===== src/design/lss_pkg.sv =====
// ----------------------------------------------------------------------------
// lss_pkg
// Shared constants and types of the LIFO stack with search.
// ----------------------------------------------------------------------------
package lss_pkg;

    localparam int DEPTH = 16;
    localparam int VAL_W = 16;
    localparam int CNT_W = $clog2(DEPTH + 1);
    localparam int IDX_W = $clog2(DEPTH);

    typedef enum logic [1:0] {
        OP_PUSH   = 2'd0,
        OP_POP    = 2'd1,
        OP_PEEK   = 2'd2,
        OP_SEARCH = 2'd3
    } t_op;

    typedef enum logic [2:0] {
        ST_OK    = 3'd0,
        ST_FULL  = 3'd1,
        ST_EMPTY = 3'd2,
        ST_BLOCK = 3'd3,
        ST_FOUND = 3'd4,
        ST_MISS  = 3'd5
    } t_status;

    typedef enum logic [1:0] {
        S_IDLE,
        S_SCAN,
        S_DRAIN
    } t_state;

    typedef struct packed {
        logic shift_dn;
        logic shift_up;
        logic capture;
    } t_cell_ctrl;

endpackage


===== src/design/lss_cell.sv =====
// ----------------------------------------------------------------------------
// lss_cell
// One stack slot: holds an entry and its search hit flag, shifts toward the
// bottom on push and toward the top (as a ring) on pop and scan rotation.
// ----------------------------------------------------------------------------
module lss_cell (
    input  logic                      i_clk,
    input  logic                      i_rst_n,
    input  lss_pkg::t_cell_ctrl       i_ctrl,
    input  logic [lss_pkg::VAL_W-1:0] i_key,
    input  logic                      i_valid,
    input  logic [lss_pkg::VAL_W-1:0] i_above_data,
    input  logic [lss_pkg::VAL_W-1:0] i_below_data,
    input  logic                      i_below_hit,
    output logic [lss_pkg::VAL_W-1:0] o_data,
    output logic                      o_hit
);

    logic [lss_pkg::VAL_W-1:0] r_data;
    logic [lss_pkg::VAL_W-1:0] n_data;
    logic                      r_hit;
    logic                      n_hit;

    always_comb begin
        n_data = r_data;
        n_hit  = r_hit;
        priority if (i_ctrl.shift_dn) begin
            n_data = i_above_data;
            n_hit  = 1'b0;
        end else if (i_ctrl.shift_up) begin
            n_data = i_below_data;
            n_hit  = i_below_hit;
        end else if (i_ctrl.capture) begin
            n_hit  = i_valid && (r_data == i_key);
        end
    end

    always_ff @(posedge i_clk) begin
        r_data <= n_data;
    end

    always_ff @(posedge i_clk) begin
        if (!i_rst_n) begin
            r_hit <= 1'b0;
        end else begin
            r_hit <= n_hit;
        end
    end

    assign o_data = r_data;
    assign o_hit  = r_hit;

endmodule


===== src/design/lifo_stack_with_search.sv =====
// ----------------------------------------------------------------------------
// lifo_stack_with_search
// Bounded LIFO stack of 16-bit values built as a chain of cells, with push,
// pop, peek and a top-down search that reports the entries above the match.
//
// Channel | Handshake               | Payload
// --------+-------------------------+---------------------------------
// in      | i_in_valid / o_in_ready | i_opcode, i_value
// out     | o_out_valid/ i_out_ready| o_entry, o_status, o_last
//
// Push, pop and peek results land in the output register when the transfer is taken.
// Search first flags hits, then emits the entries above the match and a final
// found or miss status, then rotates the ring back into place.
// Reset empties the stack; entries are not cleared.
// A stalled output holds the block; no new transfer is taken until it drains.
// ----------------------------------------------------------------------------
module lifo_stack_with_search (
    input  logic        i_clk,
    input  logic        i_rst_n,
    input  logic        i_in_valid,
    output logic        o_in_ready,
    input  logic [1:0]  i_opcode,
    input  logic [15:0] i_value,
    output logic        o_out_valid,
    input  logic        i_out_ready,
    output logic [15:0] o_entry,
    output logic [2:0]  o_status,
    output logic        o_last
);

    localparam int DEPTH = lss_pkg::DEPTH;
    localparam int CNT_W = lss_pkg::CNT_W;
    localparam int IDX_W = lss_pkg::IDX_W;
    localparam int VAL_W = lss_pkg::VAL_W;

    lss_pkg::t_state     r_state;
    lss_pkg::t_state     n_state;
    logic [CNT_W-1:0]    r_count;
    logic [CNT_W-1:0]    n_count;
    logic [IDX_W-1:0]    r_rot;
    logic [IDX_W-1:0]    n_rot;
    logic                r_out_valid;
    logic                n_out_valid;
    logic [VAL_W-1:0]    r_entry;
    logic [VAL_W-1:0]    n_entry;
    lss_pkg::t_status    r_status;
    lss_pkg::t_status    n_status;
    logic                r_last;
    logic                n_last;

    lss_pkg::t_cell_ctrl w_ctrl;
    logic [VAL_W-1:0]    w_data [DEPTH];
    logic [DEPTH-1:0]    w_hit;
    logic                w_slot;
    logic                w_in_ready;
    logic                w_accept;
    lss_pkg::t_op        w_op;

    assign w_slot   = !r_out_valid || i_out_ready;
    assign w_accept = i_in_valid && w_in_ready;
    assign w_op     = lss_pkg::t_op'(i_opcode);

    for (genvar g = 0; g < DEPTH; g++) begin : g_cell
        logic [VAL_W-1:0] w_above;
        logic [VAL_W-1:0] w_below;
        logic             w_below_hit;

        if (g == 0) begin : g_top
            assign w_above = i_value;
        end else begin : g_mid
            assign w_above = w_data[g-1];
        end

        if (g == DEPTH - 1) begin : g_bot
            assign w_below     = w_data[0];
            assign w_below_hit = w_hit[0];
        end else begin : g_up
            assign w_below     = w_data[g+1];
            assign w_below_hit = w_hit[g+1];
        end

        lss_cell u_cell (
            .i_clk        (i_clk),
            .i_rst_n      (i_rst_n),
            .i_ctrl       (w_ctrl),
            .i_key        (i_value),
            .i_valid      (CNT_W'(g) < r_count),
            .i_above_data (w_above),
            .i_below_data (w_below),
            .i_below_hit  (w_below_hit),
            .o_data       (w_data[g]),
            .o_hit        (w_hit[g])
        );
    end

    always_comb begin
        n_state     = r_state;
        n_count     = r_count;
        n_rot       = r_rot;
        n_out_valid = r_out_valid && !i_out_ready;
        n_entry     = r_entry;
        n_status    = r_status;
        n_last      = r_last;
        w_ctrl      = '0;
        w_in_ready  = 1'b0;

        unique case (r_state)
            lss_pkg::S_IDLE: begin
                w_in_ready = w_slot;
                if (w_accept) begin
                    unique case (w_op)
                        lss_pkg::OP_PUSH: begin
                            n_out_valid = 1'b1;
                            n_entry     = '0;
                            n_last      = 1'b1;
                            if (r_count == CNT_W'(DEPTH)) begin
                                n_status = lss_pkg::ST_FULL;
                            end else begin
                                n_status        = lss_pkg::ST_OK;
                                w_ctrl.shift_dn = 1'b1;
                                n_count         = r_count + 1'b1;
                            end
                        end
                        lss_pkg::OP_POP, lss_pkg::OP_PEEK: begin
                            n_out_valid = 1'b1;
                            n_last      = 1'b1;
                            if (r_count == '0) begin
                                n_entry  = '0;
                                n_status = lss_pkg::ST_EMPTY;
                            end else begin
                                n_entry  = w_data[0];
                                n_status = lss_pkg::ST_OK;
                                if (w_op == lss_pkg::OP_POP) begin
                                    w_ctrl.shift_up = 1'b1;
                                    n_count         = r_count - 1'b1;
                                end
                            end
                        end
                        lss_pkg::OP_SEARCH: begin
                            w_ctrl.capture = 1'b1;
                            n_rot          = '0;
                            n_state        = lss_pkg::S_SCAN;
                        end
                        default: begin
                            n_state = lss_pkg::S_IDLE;
                        end
                    endcase
                end
            end
            lss_pkg::S_SCAN: begin
                if (w_slot) begin
                    n_out_valid = 1'b1;
                    priority if (!(|w_hit)) begin
                        n_entry  = '0;
                        n_status = lss_pkg::ST_MISS;
                        n_last   = 1'b1;
                        n_state  = lss_pkg::S_IDLE;
                    end else if (w_hit[0]) begin
                        n_entry  = '0;
                        n_status = lss_pkg::ST_FOUND;
                        n_last   = 1'b1;
                        n_state  = (r_rot == '0) ? lss_pkg::S_IDLE : lss_pkg::S_DRAIN;
                    end else begin
                        n_entry         = w_data[0];
                        n_status        = lss_pkg::ST_BLOCK;
                        n_last          = 1'b0;
                        w_ctrl.shift_up = 1'b1;
                        n_rot           = r_rot + 1'b1;
                    end
                end
            end
            lss_pkg::S_DRAIN: begin
                w_ctrl.shift_up = 1'b1;
                if (r_rot == IDX_W'(DEPTH - 1)) begin
                    n_rot   = '0;
                    n_state = lss_pkg::S_IDLE;
                end else begin
                    n_rot = r_rot + 1'b1;
                end
            end
            default: begin
                n_state = lss_pkg::S_IDLE;
            end
        endcase
    end

    always_ff @(posedge i_clk) begin
        if (!i_rst_n) begin
            r_state     <= lss_pkg::S_IDLE;
            r_count     <= '0;
            r_rot       <= '0;
            r_out_valid <= 1'b0;
        end else begin
            r_state     <= n_state;
            r_count     <= n_count;
            r_rot       <= n_rot;
            r_out_valid <= n_out_valid;
        end
    end

    always_ff @(posedge i_clk) begin
        r_entry  <= n_entry;
        r_status <= n_status;
        r_last   <= n_last;
    end

    assign o_in_ready  = w_in_ready;
    assign o_out_valid = r_out_valid;
    assign o_entry     = r_entry;
    assign o_status    = r_status;
    assign o_last      = r_last;

    a_count_bound: assert property (@(posedge i_clk) disable iff (!i_rst_n)
        r_count <= CNT_W'(DEPTH))
        else $error("fill count above depth");

    a_search_enters_scan: assert property (@(posedge i_clk) disable iff (!i_rst_n)
        (w_accept && w_op == lss_pkg::OP_SEARCH) |=> r_state == lss_pkg::S_SCAN)
        else $error("search transfer did not start a scan");

    a_count_held_in_search: assert property (@(posedge i_clk) disable iff (!i_rst_n)
        (r_state != lss_pkg::S_IDLE) |-> $stable(r_count))
        else $error("fill count changed during search");

    a_ring_restored: assert property (@(posedge i_clk) disable iff (!i_rst_n)
        (r_state == lss_pkg::S_IDLE) |-> (r_rot == '0))
        else $error("ring left rotated at idle");

endmodule

===== config.mk =====
export PLATFORM = sky130hd
export DESIGN_NAME = lifo_stack_with_search
export DESIGN_NICKNAME = d
export VERILOG_FILES = /design/src/design/lss_pkg.sv /design/src/design/lss_cell.sv /design/src/design/lifo_stack_with_search.sv
export SDC_FILE = /design/constraint.sdc
export NUM_CORES = 1
export LEC_CHECK = 0
export ABC_AREA = 0
export ABC_CLOCK_PERIOD_IN_PS = 4800
export BUFFER_PORTS_ARGS = -buffer_cell sky130_fd_sc_hd__buf_2
export CORE_ASPECT_RATIO = 1.75
export CORE_MARGIN = 10
export CORE_UTILIZATION = 57
export DETAILED_ROUTE_END_ITERATION = 8
export GPL_ROUTABILITY_DRIVEN = 0
export PLACE_DENSITY = 0.77
export SETUP_SLACK_MARGIN = 0.4
export SYNTH_ARGS = -nofsm -noshare
export SYNTH_HDL_FRONTEND = slang
export SYNTH_HIERARCHICAL = 1
export SYNTH_SLANG_ARGS = --single-unit

===== constraint.sdc =====
create_clock -name i_clk -period 4.8 [get_ports i_clk]
set_input_delay 0.48 -clock i_clk [delete_from_list [all_inputs] [get_ports i_clk]]
set_output_delay 0.48 -clock i_clk [all_outputs]
set_load 0.02 [all_outputs]

==> flow_summary.toml, run 1 <==
[outcome]
outcome = "completed"

[global_route]
grt_antenna_before_repair = 0
grt_pass1_vias = 10336
grt_pass1_wl_mm = 62.6
gr-total-overflow = 0
grt_max_degree = 145
grt_usage_pct = 22.3

[clock_tree]
cts_buffers = 29
cts_max_level = 1
cts_max_path_buffers = 3
cts_sinks = 304
cts_resized = 0
root_buffer = "clkbuf_16"
hold_buffers = 0
cts_tree = "done"
clk_latency_ns = 0.55
clk_pin_slew_ns = 0.07
post_cts_buffers = 0

[logic_synthesis]
synth-seq-cells = 304
synthTopCellsByCount = "edfxtp_1 (276), mux2_2 (256), xor2_1 (193), xnor2_1 (65), nor4_1 (49)"
syn-num-nets = 1262
syn_area_um2 = 16900
synthCells = 1225
yosys.area.top_type_share_pct = 48.9
synth_warnings = 6
synth-seq-area-share_pct = 52.2
postSynthAreaPerCell_um2 = 13.8
synth_area_leaders = "edfxtp_1 (49%), mux2_2 (17%), xor2_1 (10%), xnor2_1 (3.4%), dfxtp_1 (3.3%)"
yosys.area.top_type = "edfxtp_1"
synth_top_flop_cell = "edfxtp_1"
synth_cell_types = 52
synth.most_common_cell = "edfxtp_1"
synth_edf_count = 276
async_reset_ff_share_pct = 0

[run]
maxCapViolations = 0

[timing]
fin_skew_ns = 0.00898
tns_ns = 0
relSlewSlack_pct = 19.8
tightest_slew_ns = 1.20
hold_viol = 0
whs_ns = 0.394
max_freq_ghz = 0.312
period_share_pct = 66.8
rsz0062_at_grt = "no"
post-route-min-period_ns = 3.21
setup_violations = 0
finalMaxSlewViolations = 0

[power]
power_per_cell_area_nw_per_um2 = 348
p_seq_share_pct = 51.0
switching_share_pct = 26.1
clockPowerShare_pct = 36.0
ir_drop_uv = 297
leakage_nw = 6.08
power.switching_w = 0.00167
total_power_w = 0.00638
p_int_w = 0.00472
power_frac_comb_pct = 13.1

[floorplanning]
row_count = 83
start_util_pct = 57.7
die_x_um = 150
core-area_um2 = 29400
dieArea_um2 = 37300
io_pins = 44
dieHeight_um = 248

[layout]
final_area_um2 = 18400
syn_to_final_growth_pct = 8.40
fin_cells = 1667
final_layout_size_suffix_gt1_share_pct = 34.1
nNetsFinal = 1300
diodes = 0

[routing]
wirelength_mm = 42.2
dr.pass1.iters = 6
drc = 0
via_count = 10212
ant_nets = 0
drt_iter0_drc = 855
viasPerCell = 6.13
wl_per_cell_um = 25.3

[critical_path]
crit_family = "compound AO/OA/AOI/OAI gates"
cp.buffers_inverters = 2
start_kind = "register"
regToRegSetupSlack_ns = 1.59
cp_cell_sequence = "inv_1 > ha_1 > nor2b_1 > o41ai_1 > or2_2 > a21oi_4 > buf_4 > nor3b_1 > a21oi_1 > o22ai_2"
worstRegToRegCells = 10
critPathMaxFanout = 24
regToRegStartpoint = "r_state[1]"
cp.required_ns = 5.23
slowest_stage = "a21oi_4"
end_kind = "register"
crit_type = "reg2reg"
arrival_ns = 3.64
reg2reg_to = "g_cell[6].u_cell/o_hit"
max_stage_delay_ns = 0.59

[min_path]
hold_end = "o_last"
hold_class = "in2reg"
hp-start = "i_out_ready"
hold_path_depth = 3

[placement]
placed_area_um2 = 17400
dp_hpwl_mm = 29.7
numPortBuffers = 43
placed_cells = 1614
[cell type report]
cell class | count | area (um2)
fill | 2235 | 11000
sequential | 304 | 8850
multi-input combinational | 867 | 7760
clock buffer | 33 | 751
tap | 382 | 478
timing repair buffer | 48 | 278
clock inverter | 20 | 201
inverter | 13 | 48.8
[layer usage]
layer  global-route usage [%]  wire [um]  vias up
met5                        0          0        -
met4                     17.9       3740        0
met3                     2.98       2300      147
met1                     25.6      15800     5061
li1                         -          -     4649
met2                     36.5      20400      355
[layout by cell type (no fill, tap or decap), types with 21 or more instances in the layout]
cell / instances
a21oi_1: 21
mux2_2: 256
dfxtp_1: 28
buf_2: 43
nand3_1: 36
edfxtp_1: 276
xnor2_1: 65
clkbuf_16: 29
nor4_1: 49
xor2_1: 193
[sequential cells by signal, indices dropped and copies added, names as in the netlist]
name                  flops
g_cell.u_cell/o_data    256
g_cell.u_cell/o_hit      16
o_entry                  16
r_count                   5
r_rot                     4
o_status                  3
r_state                   2
o_last                    1
o_out_valid               1
[worst max-delay path by stage]
| stage | start | end | slack (ns) | depth (start not counted) |
|---|---|---|---|---|
| 2_1_floorplan | r_state[1] | g_cell[0].u_cell/o_data[0] | 1.27 | 8 |
| 3_3_place_gp | r_state[0] | g_cell[11].u_cell/o_data[2] | 1.82 | 7 |
| 3_5_place_dp | r_state[1] | g_cell[6].u_cell/o_hit | 1.68 | 10 |
| 4_1_cts | r_state[1] | g_cell[6].u_cell/o_hit | 1.64 | 10 |
| 5_1_grt | r_state[1] | g_cell[8].u_cell/o_hit | 1.47 | 10 |
| 6_report | r_state[1] | g_cell[6].u_cell/o_hit | 1.59 | 10 |
[worst min-delay path, delay by kind of cell]
family | cells | cell delay, ns
buffers and inverters | 1 | 0.08
AND/OR/NAND/NOR | 2 | 0.25
[power groups by stage]
stage	sequential, W	combinational (W)	clock (W)
6_report	0.00325	0.000834	0.00230
5_1_grt	0.00327	0.000900	0.00244
4_1_cts	0.00325	0.000832	0.00234
3_5_place_dp	0.00331	0.000827	0
3_3_place_gp	0.00330	0.000800	0
2_1_floorplan	0.00325	0.000609	0
[per-stage QoR]
step / setup slack (ns) / util [%]
after global routing: 1.47 / 62.5
after global placement: 1.82 / 59.3
after floorplan: 1.27 / -
final: 1.59 / 62.5
after CTS: 1.64 / 62.5
after detailed placement: 1.68 / 59.3
[cells by family (layout without fill, tap and decap cells)]
group           after synthesis  after routing  synth area share [%]
compound gates               75             75                  3.57
mux                         258            258                  17.1
fa+ha+maj                    15             15                  1.11
xor+xnor                    258            258                  13.3
simple gates                261            261                  10.5
flops                       304            304                  52.2
buf+inv                      54            114                  2.09
No activity file was read; power rests on OpenSTA's default activity.
==> inputs of run 2 (changes only) <==
--- a/config.mk
+++ b/config.mk
@@ -6,7 +6,7 @@
 export NUM_CORES = 1
 export LEC_CHECK = 0
 export ABC_AREA = 0
-export ABC_CLOCK_PERIOD_IN_PS = 4800
+export ABC_CLOCK_PERIOD_IN_PS = 2800
 export BUFFER_PORTS_ARGS = -buffer_cell sky130_fd_sc_hd__buf_2
 export CORE_ASPECT_RATIO = 1.75
 export CORE_MARGIN = 10
==> constraint.sdc (replaced) <==
create_clock -name i_clk -period 2.8 [get_ports i_clk]
set_input_delay 0.28 -clock i_clk [delete_from_list [all_inputs] [get_ports i_clk]]
set_output_delay 0.28 -clock i_clk [all_outputs]
set_load 0.02 [all_outputs]
==> run 2 against run 1 <==
- clock-buffer cell count increased by 4
- clock power increased by 67%
- first-iteration DRC count fell by 34%
- core utilization grew 2.7 points
- maximum frequency rose by 28%
- critical path type unchanged
==> flow_summary.toml, run 2 (synthesis gave the netlist of run 1 again) <==
[outcome]
outcome = "completed"

[critical_path]
slowest_stage = "or4_4"
max_stage_delay_ns = 0.55
cp-startpoint = "g_cell[15].u_cell/o_hit"
arrival_ns = 2.81
crit_family = "simple AND/OR/NAND/NOR gates"
critPathMaxFanout = 17
cp_common_cell = "or2_4"
regToRegStartpoint = "g_cell[15].u_cell/o_hit"
cp.required_ns = 3.12
crit_type = "reg2reg"
cp_cell_sequence = "or4_4 > o41ai_4 > or2_4 > a21oi_4 > clkbuf_16 > or2_4 > buf_12"
end_kind = "register"
cp.buffers_inverters = 2
start_kind = "register"
regToRegSetupSlack_ns = 0.30

[timing]
tns_ns = 0
max_freq_ghz = 0.401
period_share_pct = 89.2
relSlewSlack_pct = 55.1
tightest_slew_ns = 0.667
hold_viol = 0
finalMaxSlewViolations = 0
fin_skew_ns = 0.0109
setup_violations = 0
rsz0062_at_grt = "yes"
post-route-min-period_ns = 2.50

[floorplanning]
io_pins = 44
die_x_um = 150
row_count = 83
start_util_pct = 57.7
core-area_um2 = 29400
dieHeight_um = 248
dieArea_um2 = 37300

[clock_tree]
clk_pin_slew_ns = 0.06
clk_latency_ns = 0.56
hold_buffers = 0
cts_max_level = 1
cts_tree = "done"
root_buffer = "clkbuf_16"
cts_max_path_buffers = 3
cts_buffers = 29
cts_sinks = 304

[layout]
largest_reg_flops = 256
nNetsFinal = 1345
fillCellCount = 2152
syn_to_final_growth_pct = 13.2
layout_commonest_cell = "edfxtp_1"
mostFrequentLayoutCells = "edfxtp_1 (276), mux2_2 (256), xor2_1 (193)"
final_core_util_pct = 65.2
final_layout_size_suffix_gt1_share_pct = 37.2

[global_route]
grt_pass1_vias = 10911
grt_usage_pct = 22.5
grt_antenna_before_repair = 4
gr-total-overflow = 0
grt_pass1_wl_mm = 64.3
grt_max_degree = 53

[power]
p_seq_share_pct = 50.3
ir_drop_uv = 606
power_frac_comb_pct = 15.0
leakage_nw = 6.42
p_int_w = 0.00823
power_per_cell_area_nw_per_um2 = 577
clockPowerShare_pct = 34.8
switching_share_pct = 25.5
total_power_w = 0.0111
power.switching_w = 0.00282

[placement]
numPortBuffers = 43
dp_hpwl_mm = 30.3

[routing]
drc = 0
wl_per_cell_um = 25.5
viasPerCell = 6.12
drt_iter0_drc = 564
wirelength_mm = 43.7
dr.pass1.iters = 5
ant_nets = 0
via_count = 10475

[min_path]
hp-start = "i_in_valid"
hold_class = "in2reg"

[run]
maxCapViolations = 0
[run 2: worst paths after layout]
kind | endpoint | cells past startpoint
hold reg to reg | r_rot[1] | 2
setup reg to reg | g_cell[15].u_cell/o_data[7] | 7
setup / recovery | g_cell[15].u_cell/o_data[7] | 7
hold / removal | r_state[1] | 5
[run 2: power groups by stage]
stage	logic, W	clock network [W]	registers, W
after floorplan	0.00108	0	0.00558
after global placement	0.00146	0	0.00565
after detailed placement	0.00150	0	0.00565
after CTS	0.00156	0.00390	0.00556
after global routing	0.00176	0.00408	0.00558
final	0.00165	0.00384	0.00556
[run 2: metal layers]
metal	part of all wire (%)	GRT usage (%)
met5	0.078	0
met4	5.9	12.6
met3	4.0	2.89
met2	55	43.4
met1	35	22.4
[run 2: final cells by class]
| type | instances | area (um2) | area share [%] |
|---|---|---|---|
| well taps | 382 | 478 | 2.49 |
| multi-input cells | 869 | 7920 | 41.3 |
| clock buffers | 37 | 786 | 4.10 |
| repair buffers | 91 | 961 | 5.01 |
| flip-flops and latches | 304 | 8850 | 46.2 |
| clock inverters | 13 | 123 | 0.640 |
| inverters | 13 | 48.8 | 0.255 |
| diodes | 2 | 5.00 | 0.0261 |
[run 2: worst register-to-register path, stage by stage, from the launching register on]
cell       delay [ns]
dfxtp_2          0.36
or4_4            0.55
o41ai_4          0.40
or2_4            0.19
a21oi_4          0.09
clkbuf_16        0.21
or2_4            0.29
buf_12           0.16
[run 2: timing repair]
action                                  in CTS  in global routing
cloned                                       3                  8
resized for setup                            9                 16
endpoints found under the setup margin     518                471
pin swaps                                    8                 16
buffers inserted                             9                  8
endpoints found under the hold margin        0                  0
[run 2: per-stage QoR]
stage	setup WS [ns]	hold WS [ns]	area (um2)	std cells
after global routing	0.264	0.294	19200	1710
after floorplan	0.0844	0.419	17100	1225
after detailed placement	0.0785	0.490	17700	1631
after CTS	0.337	0.234	18800	1693
after global placement	0.165	0.472	17700	1631
final	0.303	0.266	19200	1711
